File: src/pac_pkg.sv
`timescale 1ns / 1ps
// ---------------------------------------------------------------------------
// pac_pkg - shared types and constants for the PID angle controller
// Word layouts of the sample and result channels, register indexes and
// the fixed field widths of the datapath.
// ---------------------------------------------------------------------------
package pac_pkg;

  // Field widths
  localparam int AngleW    = 16;
  localparam int SpeedW    = 16;
  localparam int GainW     = 16;
  localparam int IntW      = 24;  // error integral, signed Q16.8
  localparam int IntLimW   = 23;  // integral limit magnitude
  localparam int PwmLimW   = 15;  // drive limit magnitude
  localparam int DriveW    = 16;
  localparam int CfgIdxW   = 3;
  localparam int CfgDataW  = 23;  // widest register
  localparam int FracShift = 16;  // common fraction bits of the sum

  // Register indexes
  localparam logic [CfgIdxW-1:0] CFG_KP      = 3'd0;
  localparam logic [CfgIdxW-1:0] CFG_KI      = 3'd1;
  localparam logic [CfgIdxW-1:0] CFG_KD      = 3'd2;
  localparam logic [CfgIdxW-1:0] CFG_INT_LIM = 3'd3;
  localparam logic [CfgIdxW-1:0] CFG_PWM_LIM = 3'd4;

  // Register reset values
  localparam logic [IntLimW-1:0] INT_LIM_RESET = 23'h7F_FFFF;
  localparam logic [PwmLimW-1:0] PWM_LIM_RESET = 15'd7200;

  // Sample word
  typedef struct packed {
    logic signed [AngleW-1:0] angle;
    logic signed [SpeedW-1:0] angular_speed;
    logic                     integrate;
  } sample_t;

  // Result word
  typedef struct packed {
    logic signed [DriveW-1:0] drive;
  } result_t;

endpackage

File: src/pac_stream_if.sv
`timescale 1ns / 1ps
// ---------------------------------------------------------------------------
// pac_stream_if - valid/ready stream channel
// Carries one word of the given payload type per handshake.
// ---------------------------------------------------------------------------
interface pac_stream_if #(
  parameter type payload_t = logic
);
  logic     valid;
  logic     ready;
  payload_t data;

  modport source (output valid, output data, input ready);
  modport sink   (input valid, input data, output ready);
endinterface

File: src/pid_angle_controller_top.sv
`timescale 1ns / 1ps
// ---------------------------------------------------------------------------
// pid_angle_controller_top - positional PID with clamped error integral
// Angle is the error (setpoint zero). The integral accumulates or clears per
// word and is clamped to +/- integral_limit; the drive is
// kp*angle + ki*integral + kd*speed*256 on a Q.16 scale, clamped to
// +/- pwm_limit and truncated toward zero.
//
//   channel   | dir | handshake        | payload
//   ----------+-----+------------------+------------------------------------
//   sample    | in  | valid / ready    | angle, angular_speed, integrate
//   result    | out | valid / ready    | drive
//   cfg       | in  | cfg_we           | cfg_index, cfg_data
//
// Three-stage pipeline: integral update at accept, multiply, sum/clamp into
// the output register; one word per cycle while the result is not stalled.
// The throughput is set by the integral recurrence, one add and clamp.
// Each stage advances when empty or when the stage behind it moves, so a
// stalled result only blocks input once all three stages are full.
// Synchronous reset empties the pipeline, clears the integral and loads
// the register defaults.
// ---------------------------------------------------------------------------
module pid_angle_controller_top
  import pac_pkg::*;
(
  input  logic                clk,
  input  logic                rst,
  input  logic                cfg_we,
  input  logic [CfgIdxW-1:0]  cfg_index,
  input  logic [CfgDataW-1:0] cfg_data,
  pac_stream_if.sink          sample,
  pac_stream_if.source        result
);

  localparam int SumW = IntW + GainW + 2;  // three Q.16 terms

  // Configuration registers
  logic signed [GainW-1:0] kp;
  logic signed [GainW-1:0] ki;
  logic signed [GainW-1:0] kd;
  logic [IntLimW-1:0]      integral_limit;
  logic [PwmLimW-1:0]      pwm_limit;

  always_ff @(posedge clk) begin
    if (rst) begin
      kp             <= '0;
      ki             <= '0;
      kd             <= '0;
      integral_limit <= INT_LIM_RESET;
      pwm_limit      <= PWM_LIM_RESET;
    end else if (cfg_we) begin
      case (cfg_index)
        CFG_KP:      kp             <= cfg_data[GainW-1:0];
        CFG_KI:      ki             <= cfg_data[GainW-1:0];
        CFG_KD:      kd             <= cfg_data[GainW-1:0];
        CFG_INT_LIM: integral_limit <= cfg_data[IntLimW-1:0];
        CFG_PWM_LIM: pwm_limit      <= cfg_data[PwmLimW-1:0];
        default: ;
      endcase
    end
  end

  // Stage valids and flow control
  logic v1, v2, v3;
  logic ready1, ready2, ready3;
  logic in_fire;

  assign ready3  = !v3 || result.ready;
  assign ready2  = !v2 || ready3;
  assign ready1  = !v1 || ready2;
  assign in_fire = sample.valid && ready1;
  assign sample.ready = ready1;

  always_ff @(posedge clk) begin
    if (rst) begin
      v1 <= 1'b0;
      v2 <= 1'b0;
      v3 <= 1'b0;
    end else begin
      if (ready1) v1 <= sample.valid;
      if (ready2) v2 <= v1;
      if (ready3) v3 <= v2;
    end
  end

  // Integral update: add first, then clamp to +/- limit
  logic signed [IntW-1:0] error_integral;
  logic signed [IntW-1:0] error_integral_next;
  logic signed [IntW:0]   int_sum;
  logic signed [IntW:0]   int_lim;

  always_comb begin
    int_sum = (IntW + 1)'(error_integral) + (IntW + 1)'(sample.data.angle);
    int_lim = (IntW + 1)'({2'b00, integral_limit});
    if (!sample.data.integrate) begin
      error_integral_next = '0;
    end else if (int_sum > int_lim) begin
      error_integral_next = int_lim[IntW-1:0];
    end else if (int_sum < -int_lim) begin
      error_integral_next = IntW'(-int_lim);
    end else begin
      error_integral_next = int_sum[IntW-1:0];
    end
  end

  always_ff @(posedge clk) begin
    if (rst) begin
      error_integral <= '0;
    end else if (in_fire) begin
      error_integral <= error_integral_next;
    end
  end

  // Stage 1: captured operands
  logic signed [AngleW-1:0] s1_err;
  logic signed [SpeedW-1:0] s1_spd;
  logic signed [IntW-1:0]   s1_int;

  always_ff @(posedge clk) begin
    if (in_fire) begin
      s1_err <= sample.data.angle;
      s1_spd <= sample.data.angular_speed;
      s1_int <= error_integral_next;
    end
  end

  // Stage 2: the three products
  logic signed [GainW+AngleW-1:0] p_kp;
  logic signed [GainW+IntW-1:0]   p_ki;
  logic signed [GainW+SpeedW-1:0] p_kd;

  always_ff @(posedge clk) begin
    if (v1 && ready2) begin
      p_kp <= kp * s1_err;
      p_ki <= ki * s1_int;
      p_kd <= kd * s1_spd;
    end
  end

  // Stage 3: sum, clamp to +/- pwm_limit, truncate toward zero
  logic signed [SumW-1:0]   sum_all;
  logic signed [SumW-1:0]   sum_lim;
  logic signed [31:0]       clamped;
  logic signed [DriveW-1:0] quot;
  logic signed [DriveW-1:0] drive_next;
  logic signed [DriveW-1:0] drive;

  always_comb begin
    sum_all = SumW'(p_kp) + SumW'(p_ki) + (SumW'(p_kd) <<< 8);
    sum_lim = SumW'({pwm_limit, {FracShift{1'b0}}});
    if (sum_all > sum_lim) begin
      clamped = sum_lim[31:0];
    end else if (sum_all < -sum_lim) begin
      clamped = 32'(-sum_lim);
    end else begin
      clamped = sum_all[31:0];
    end
    quot = clamped[31:FracShift];
    // negative with a fraction left: step back toward zero
    if (clamped[31] && (|clamped[FracShift-1:0])) begin
      drive_next = quot + DriveW'(1);
    end else begin
      drive_next = quot;
    end
  end

  always_ff @(posedge clk) begin
    if (v2 && ready3) begin
      drive <= drive_next;
    end
  end

  assign result.valid      = v3;
  assign result.data.drive = drive;

endmodule

File: src/flat_wrapper.sv
// flat-port wrapper written by rule: the top's interface ports become plain ports
module pid_angle_controller_top_flat import pac_pkg::*;
  (clk, rst, cfg_we, cfg_index, cfg_data, sample_valid, sample_data, sample_ready, result_valid, result_data, result_ready);
  pac_stream_if #(.payload_t(sample_t)) sample_i ();
  pac_stream_if #(.payload_t(result_t)) result_i ();
  input  logic clk;
  input  logic rst;
  input  logic cfg_we;
  input  logic [CfgIdxW-1:0] cfg_index;
  input  logic [CfgDataW-1:0] cfg_data;
  input wire logic [$bits(sample_i.valid)-1:0] sample_valid;
  input wire logic [$bits(sample_i.data)-1:0] sample_data;
  output wire logic [$bits(sample_i.ready)-1:0] sample_ready;
  output wire logic [$bits(result_i.valid)-1:0] result_valid;
  output wire logic [$bits(result_i.data)-1:0] result_data;
  input wire logic [$bits(result_i.ready)-1:0] result_ready;
  assign sample_i.valid = sample_valid;
  assign sample_i.data = sample_data;
  assign sample_ready = sample_i.ready;
  assign result_valid = result_i.valid;
  assign result_data = result_i.data;
  assign result_i.ready = result_ready;
  pid_angle_controller_top u_core (.clk(clk), .rst(rst), .cfg_we(cfg_we), .cfg_index(cfg_index), .cfg_data(cfg_data), .sample(sample_i), .result(result_i));
endmodule
File: config.mk
export PLATFORM = sky130hd
export DESIGN_NAME = pid_angle_controller_top_flat
export DESIGN_NICKNAME = d
export VERILOG_FILES = /design/src/pac_pkg.sv /design/src/pac_stream_if.sv /design/src/pid_angle_controller_top.sv /design/src/flat_wrapper.sv
export SDC_FILE = /design/constraint.sdc
export NUM_CORES = 2
export LEC_CHECK = 0
export BUFFER_PORTS_ARGS = -buffer_cell sky130_fd_sc_hd__buf_2
export CAP_MARGIN = 0
export CORE_MARGIN = 1.5
export CORE_UTILIZATION = 43
export CTS_BUF_LIST = sky130_fd_sc_hd__clkbuf_4 sky130_fd_sc_hd__clkbuf_8
export CTS_CLUSTER_DIAMETER = 30
export DETAILED_ROUTE_END_ITERATION = 8
export GPL_TIMING_DRIVEN = 0
export RECOVER_POWER = 50
export SYNTH_ARGS = -nofsm -noshare
export SYNTH_HDL_FRONTEND = slang
export SYNTH_SLANG_ARGS = --single-unit
File: constraint.sdc
create_clock -name clk -period 10.2 [get_ports clk]
set_input_delay 0.51 -clock clk [delete_from_list [all_inputs] [get_ports clk]]
set_output_delay 0.51 -clock clk [all_outputs]
set_load 0.02 [all_outputs]
-- Word-level counts from Yosys, hierarchy flattened
Index checks and enable logic that the tools add are counted.
- output and inout bits: 18
- bits in latches: 0
- bits of input ports: 64
- word-level logic and storage cells: 56
- bits in read-only memories: 0
- bits in writable memories: 0
- memories: 0
- register bits after elaboration: 289
- magnitude comparators: 4
- $mul: 3
- eq/ne operators: 4
- shift-type cells: 0
- bitwise operators: 0
- muxes and demuxes: 6
- reductions and logical operators: 17
- add/sub/neg operators: 6
- divide/modulo/power cells: 0
- operators with widths (cell ; number):
    2-to-1 mux 24 bit ; 3
    multiplier 16 x 16 -> 32 bit ; 2
    2-to-1 mux 32 bit ; 2
    adder 41 x 40 -> 42 bit ; 1
    > comparator 42 x 32 -> 1 bit ; 1
    < comparator 42 bit ; 1
    negator 31 -> 42 bit ; 1
    adder 32 x 40 -> 41 bit ; 1
    multiplier 16 x 24 -> 40 bit ; 1
    adder 24 x 16 -> 25 bit ; 1
    > comparator 25 x 24 -> 1 bit ; 1
    < comparator 25 bit ; 1
    negator 23 -> 25 bit ; 1
    adder 16 x 2 -> 16 bit (second input constant) ; 1
    2-to-1 mux 16 bit ; 1
    OR reduction 16 bit ; 1
    AND reduction 2 bit ; 5
    == test 3 x 2 -> 1 bit (second input constant) ; 2
    logical AND 1 bit ; 4
    == test 3 x 1 -> 1 bit (second input constant) ; 1
    == test 3 bit (second input constant) ; 1
    logical NOT 1 bit ; 3
    logical NOT 3 bit ; 1
    logical OR 1 bit ; 3

-- Depth between registers and ports, before layout
- depth after elaboration: 8
- mapped depth: 33
- gate-level depth less buffers: 31

-- Worst setup path after synthesis
No wires, ideal clock.
- kind: input to register
- start: input result_ready
- end: register u_core.p_kd[0], enable pin
- data required time: 9474 ps
- stages on the path: 2
- setup slack: 1342 ps
- setup time: 726 ps
- arrival time: 8132 ps
- buffers on the path: 0
- path through: nor2b_1 a21boi_0
- word-level cells in the longest chain between the ends: 3
- RTL lines (what ; RTL line ; text):
    from (decl) ; flat_wrapper.sv:16 ; input wire logic [$bits(result_i.ready)-1:0] result_ready;
    logical OR 1 bit ; pid_angle_controller_top.sv:68 ; assign ready3 = !v3 || result.ready;
    logical OR 1 bit ; pid_angle_controller_top.sv:69 ; assign ready2 = !v2 || ready3;
    logical AND 1 bit ; pid_angle_controller_top.sv:133 ; if (v1 && ready2) begin
    to (signal assigned) ; pid_angle_controller_top.sv:136 ; p_kd <= kd * s1_spd;
    to (decl) ; pid_angle_controller_top.sv:130 ; logic signed [GainW+SpeedW-1:0] p_kd;
Every way passes these cells.
A chain may end at the register's enable or synchronous reset.

-- Final worst setup path
- start: register u_core.p_ki[11]
- end: register u_core.drive[12] (netlist: u_core.result.data[12]), data pin
- word-level cells in the longest chain between the ends: 8
- elaborated cells on any way between the ends: 10
- RTL lines (what ; RTL line ; text):
    from (decl) ; pid_angle_controller_top.sv:129 ; logic signed [GainW+IntW-1:0] p_ki;
    from (signal assigned) ; pid_angle_controller_top.sv:135 ; p_ki <= ki * s1_int;
    adder 32 x 40 -> 41 bit * ; pid_angle_controller_top.sv:149 ; sum_all = SumW'(p_kp) + SumW'(p_ki) + (SumW'(p_kd) <<< 8);
    adder 41 x 40 -> 42 bit * ; pid_angle_controller_top.sv:149 ;
    < comparator 42 bit ; pid_angle_controller_top.sv:153 ; end else if (sum_all < -sum_lim) begin
    2-to-1 mux 32 bit ; pid_angle_controller_top.sv:153 ;
    2-to-1 mux 32 bit * ; pid_angle_controller_top.sv:151 ; if (sum_all > sum_lim) begin
    parallel branches: the longest is 2 deep, another holds adder 16 x 2 -> 16 bit ; n/a ;
    2-to-1 mux 16 bit * ; pid_angle_controller_top.sv:160 ; if (clamped[31] && (|clamped[FracShift-1:0])) begin
    via u_core.drive_next[12] ; pid_angle_controller_top.sv:145 ; logic signed [DriveW-1:0] drive_next;
    to (signal assigned) ; pid_angle_controller_top.sv:169 ; drive <= drive_next;
    to (decl) ; pid_angle_controller_top.sv:146 ; logic signed [DriveW-1:0] drive;
Mark *: on every way through the listed nets, which the timed path passes.

==> metrics.csv <==
metric;value;unit
drive_gt1_share;4.06;%
synthTopCellsByCount;1055 x inv_1, 932 x fa_1, 780 x nand2_1, 423 x ha_1, 354 x and2_1;
synth-seq-cells;289;
required;10600;ps
vias_per_cell;5.25;
met3_wirelength;10500;microns
cts_tree;built;
cp.buffers_inverters;3;
fmax;0.107;GHz
antenna_found_initial;12;
cts-root-buf;clkbuf_8;
cellPowerDensity;130;mW/mm^2
syn_nets;6819;
start_kind;flip-flop;
finalWeightedCongestion;0.958;
cp-end-kind;flip-flop;
period_share;91.2;%
r2r_slack;900;ps
routed_wl;146000;microns
fin_hold_ws;92.2;ps
synthesis.instances;5400;
post-place-cells;7010;
dp_hpwl;123000;microns
clock_path_buffers;3;
synth_flop_cell;edfxtp_1;
avgSynthCellArea;9.30;sq um
cp_max_fo;10;
post-route-min-period;9300;ps
final_area;0.0545;sq mm
numPortBuffers;80;
total_leakage_power;23.6;nW
status;complete, but fails checks;
ir_drop;128;uV
slowest_delay;850;ps
synth_top_area_share;37.2;%
m1WireLength;66600;microns
initial_core_util;43.3;%
die_area;0.119;sq mm
synth_edf_count;176;
insertion_delay;740;ps
grt_usage;25.5;%
clock_sinks;289;
synth_cell_types;87;
wl_met2;64600;microns
violations;capacitance limit, slew limit;
cts-buffers-inserted;77;
final_cells;7173;
cts_resized;0;
crit_family;compound AO/OA/AOI/OAI gates;
worst_ep_arrival_time;9700;ps
yosys-top-cells-area;fa_1 37%, ha_1 11%, edfxtp_1 11%;
drtAntennaViolNets;0;
crit_slowest_cell;a21oi_1;
grt_pass1_vias;38800;
num-nets-final;7000;
io_pins;82;
postCtsSetupBuffers;0;
via_count;37700;
routedWlPerCell;20.4;microns
hold_class;in -> reg;
drt-pass1-iter-count;5;
slew_violations;21;
synth-warning-count;0;
cts_max_level;3;
maxCapViolations;1;
slew_headroom;-93.3;%
yosysMostFrequentCell;inv_1;
power.total;7.07;mW
die_w;345;microns
synthArstFlopShare;0;%
rows;125;
synth.largest_area_cell;fa_1;
max_slew.worst_pin.slew;2870;ps
top_layer_used;met5;
rsz0062_at_grt;false;
grt-ovfl-total;0;
areaGrowthSynthToFinish;8.59;%
grt_start_max_net_pins;44;
skew;88.8;ps
drtIter0Drc;2962;
place_area;0.0527;sq mm
utilization;47.0;%
drcViolationCount;0;
crit_type;reg -> reg;
hold_viol;0;
coreArea;0.116;sq mm
die_y;345;microns
path_clk_slew;50;ps
final-setup-viol-count;0;
syn_area;0.0502;sq mm
grt_pass1_wl;228000;microns
yosysSeqAreaShare;15.0;%
flip-flops by register name (all words and copies together) (netlist names):
| register | cells |
|---|---|
| u_core.error_integral | 24 |
| u_core.integral_limit | 23 |
| u_core.kd | 16 |
| u_core.ki | 16 |
| u_core.kp | 16 |
| u_core.p_kd | 32 |
| u_core.p_ki | 40 |
| u_core.p_kp | 32 |
| u_core.pwm_limit | 15 |
| u_core.result.data | 16 |
| u_core.result.valid | 1 |
| u_core.s1_err | 16 |
| u_core.s1_int | 24 |
| u_core.s1_spd | 16 |
| u_core.v1 | 1 |
| u_core.v2 | 1 |
area by class of cell:
type                    instances  area [sq um]
diodes                          3          7.51
plain buffers                 190           731
clock buffers                  91          1210
clock inverters                53           604
fillers                     11300         61500
inverters                    1056          3960
multi-input cells            3865         38000
flip-flops and latches        289          7550
well taps                    1524          1910
repair buffers                102           584
placed cells by master, fill, tap and decap left out, drive strengths merged, types with 8 or more instances in the layout:
cell type,count
clkinv,23
xnor2,174
buf,50
a31oi,22
nor2,166
nor3,57
a2111oi,10
dlygate4sd3,16
or3,27
edfxtp,176
inv,1064
and3,19
xor2,36
a21o,74
or4,8
and2,354
o2111ai,10
a211oi,20
ha,423
nand2b,73
bufinv,8
clkinvlp,14
o21bai,35
dfxtp,113
nor4,9
or2,11
nand2,781
nand3,51
mux2i,9
fa,932
nand4,23
o21ai,102
nor2b,46
o21a,33
a21oi,215
o211ai,33
clkbuf,317
o31ai,28
metal layers:
metal  track usage [%]  vias to the layer above
met3              3.80                      242
met5                 0                        -
met2              39.4                     1277
met1              37.2                    18900
li1                  -                    17200
met4              6.92                        8
power breakdown:
group          total, mW  internal [mW]  switching (mW)
logic               3.73           1.39            2.34
registers           1.60           1.43           0.176
clock network       1.74           1.03           0.711
total               7.07           3.84            3.23
path summary, 6_finish.rpt:
kind,start,to,cells past startpoint
setup / recovery,u_core.p_ki[11]$_DFFE_PP_,u_core.result.data[12]$_DFFE_PP_,26
hold / removal,cfg_data[22],u_core.integral_limit[22]$_SDFFE_PP1P_,3
setup reg to reg,u_core.p_ki[11]$_DFFE_PP_,u_core.result.data[12]$_DFFE_PP_,26
hold reg to reg,u_core.error_integral[0]$_SDFFE_PP0P_,u_core.error_integral[0]$_SDFFE_PP0P_,2
worst reg2reg max path, stage by stage (launching register included):
cell	delay [ps]
edfxtp_1	490
fa_1	500
ha_1	460
o21ai_0	130
a21oi_1	240
o31ai_1	150
a31oi_2	340
o21bai_2	120
and2_1	210
o31ai_1	450
o41ai_1	180
a21oi_1	850
clkinv_1	580
ha_1	480
nand2_1	70
nor4bb_1	520
o21ai_0	180
a211oi_1	710
or2_2	240
buf_2	240
buf_1	370
a21oi_1	130
mux2i_1	370
ha_1	250
nand2_1	110
or4_4	530
xor2_1	160
cell families after synthesis:
| kind of cell | after synthesis | share of synthesized area (%) |
|---|---|---|
| compound gates | 645 | 8.35 |
| flops | 289 | 15.0 |
| mux | 12 | 0.247 |
| xor+xnor | 210 | 3.66 |
| buf+inv | 1246 | 9.35 |
| simple gates | 1643 | 15.7 |
| fa+ha+maj | 1355 | 47.7 |
metrics by stage:
stage	setup slack [ps]	TNS, ps
floorplan	1340	0
global placement	-2610	-270200
detailed placement	1270	0
CTS	1210	0
global route	372	0
finish	896	0
repair_timing:
| item | CTS | global route |
|---|---|---|
| endpoints found under the hold margin | 16 | 0 |
| setup endpoints to repair | 0 | 0 |
| hold buffers | 16 | 0 |
Power figures use the tool's default switching activity.
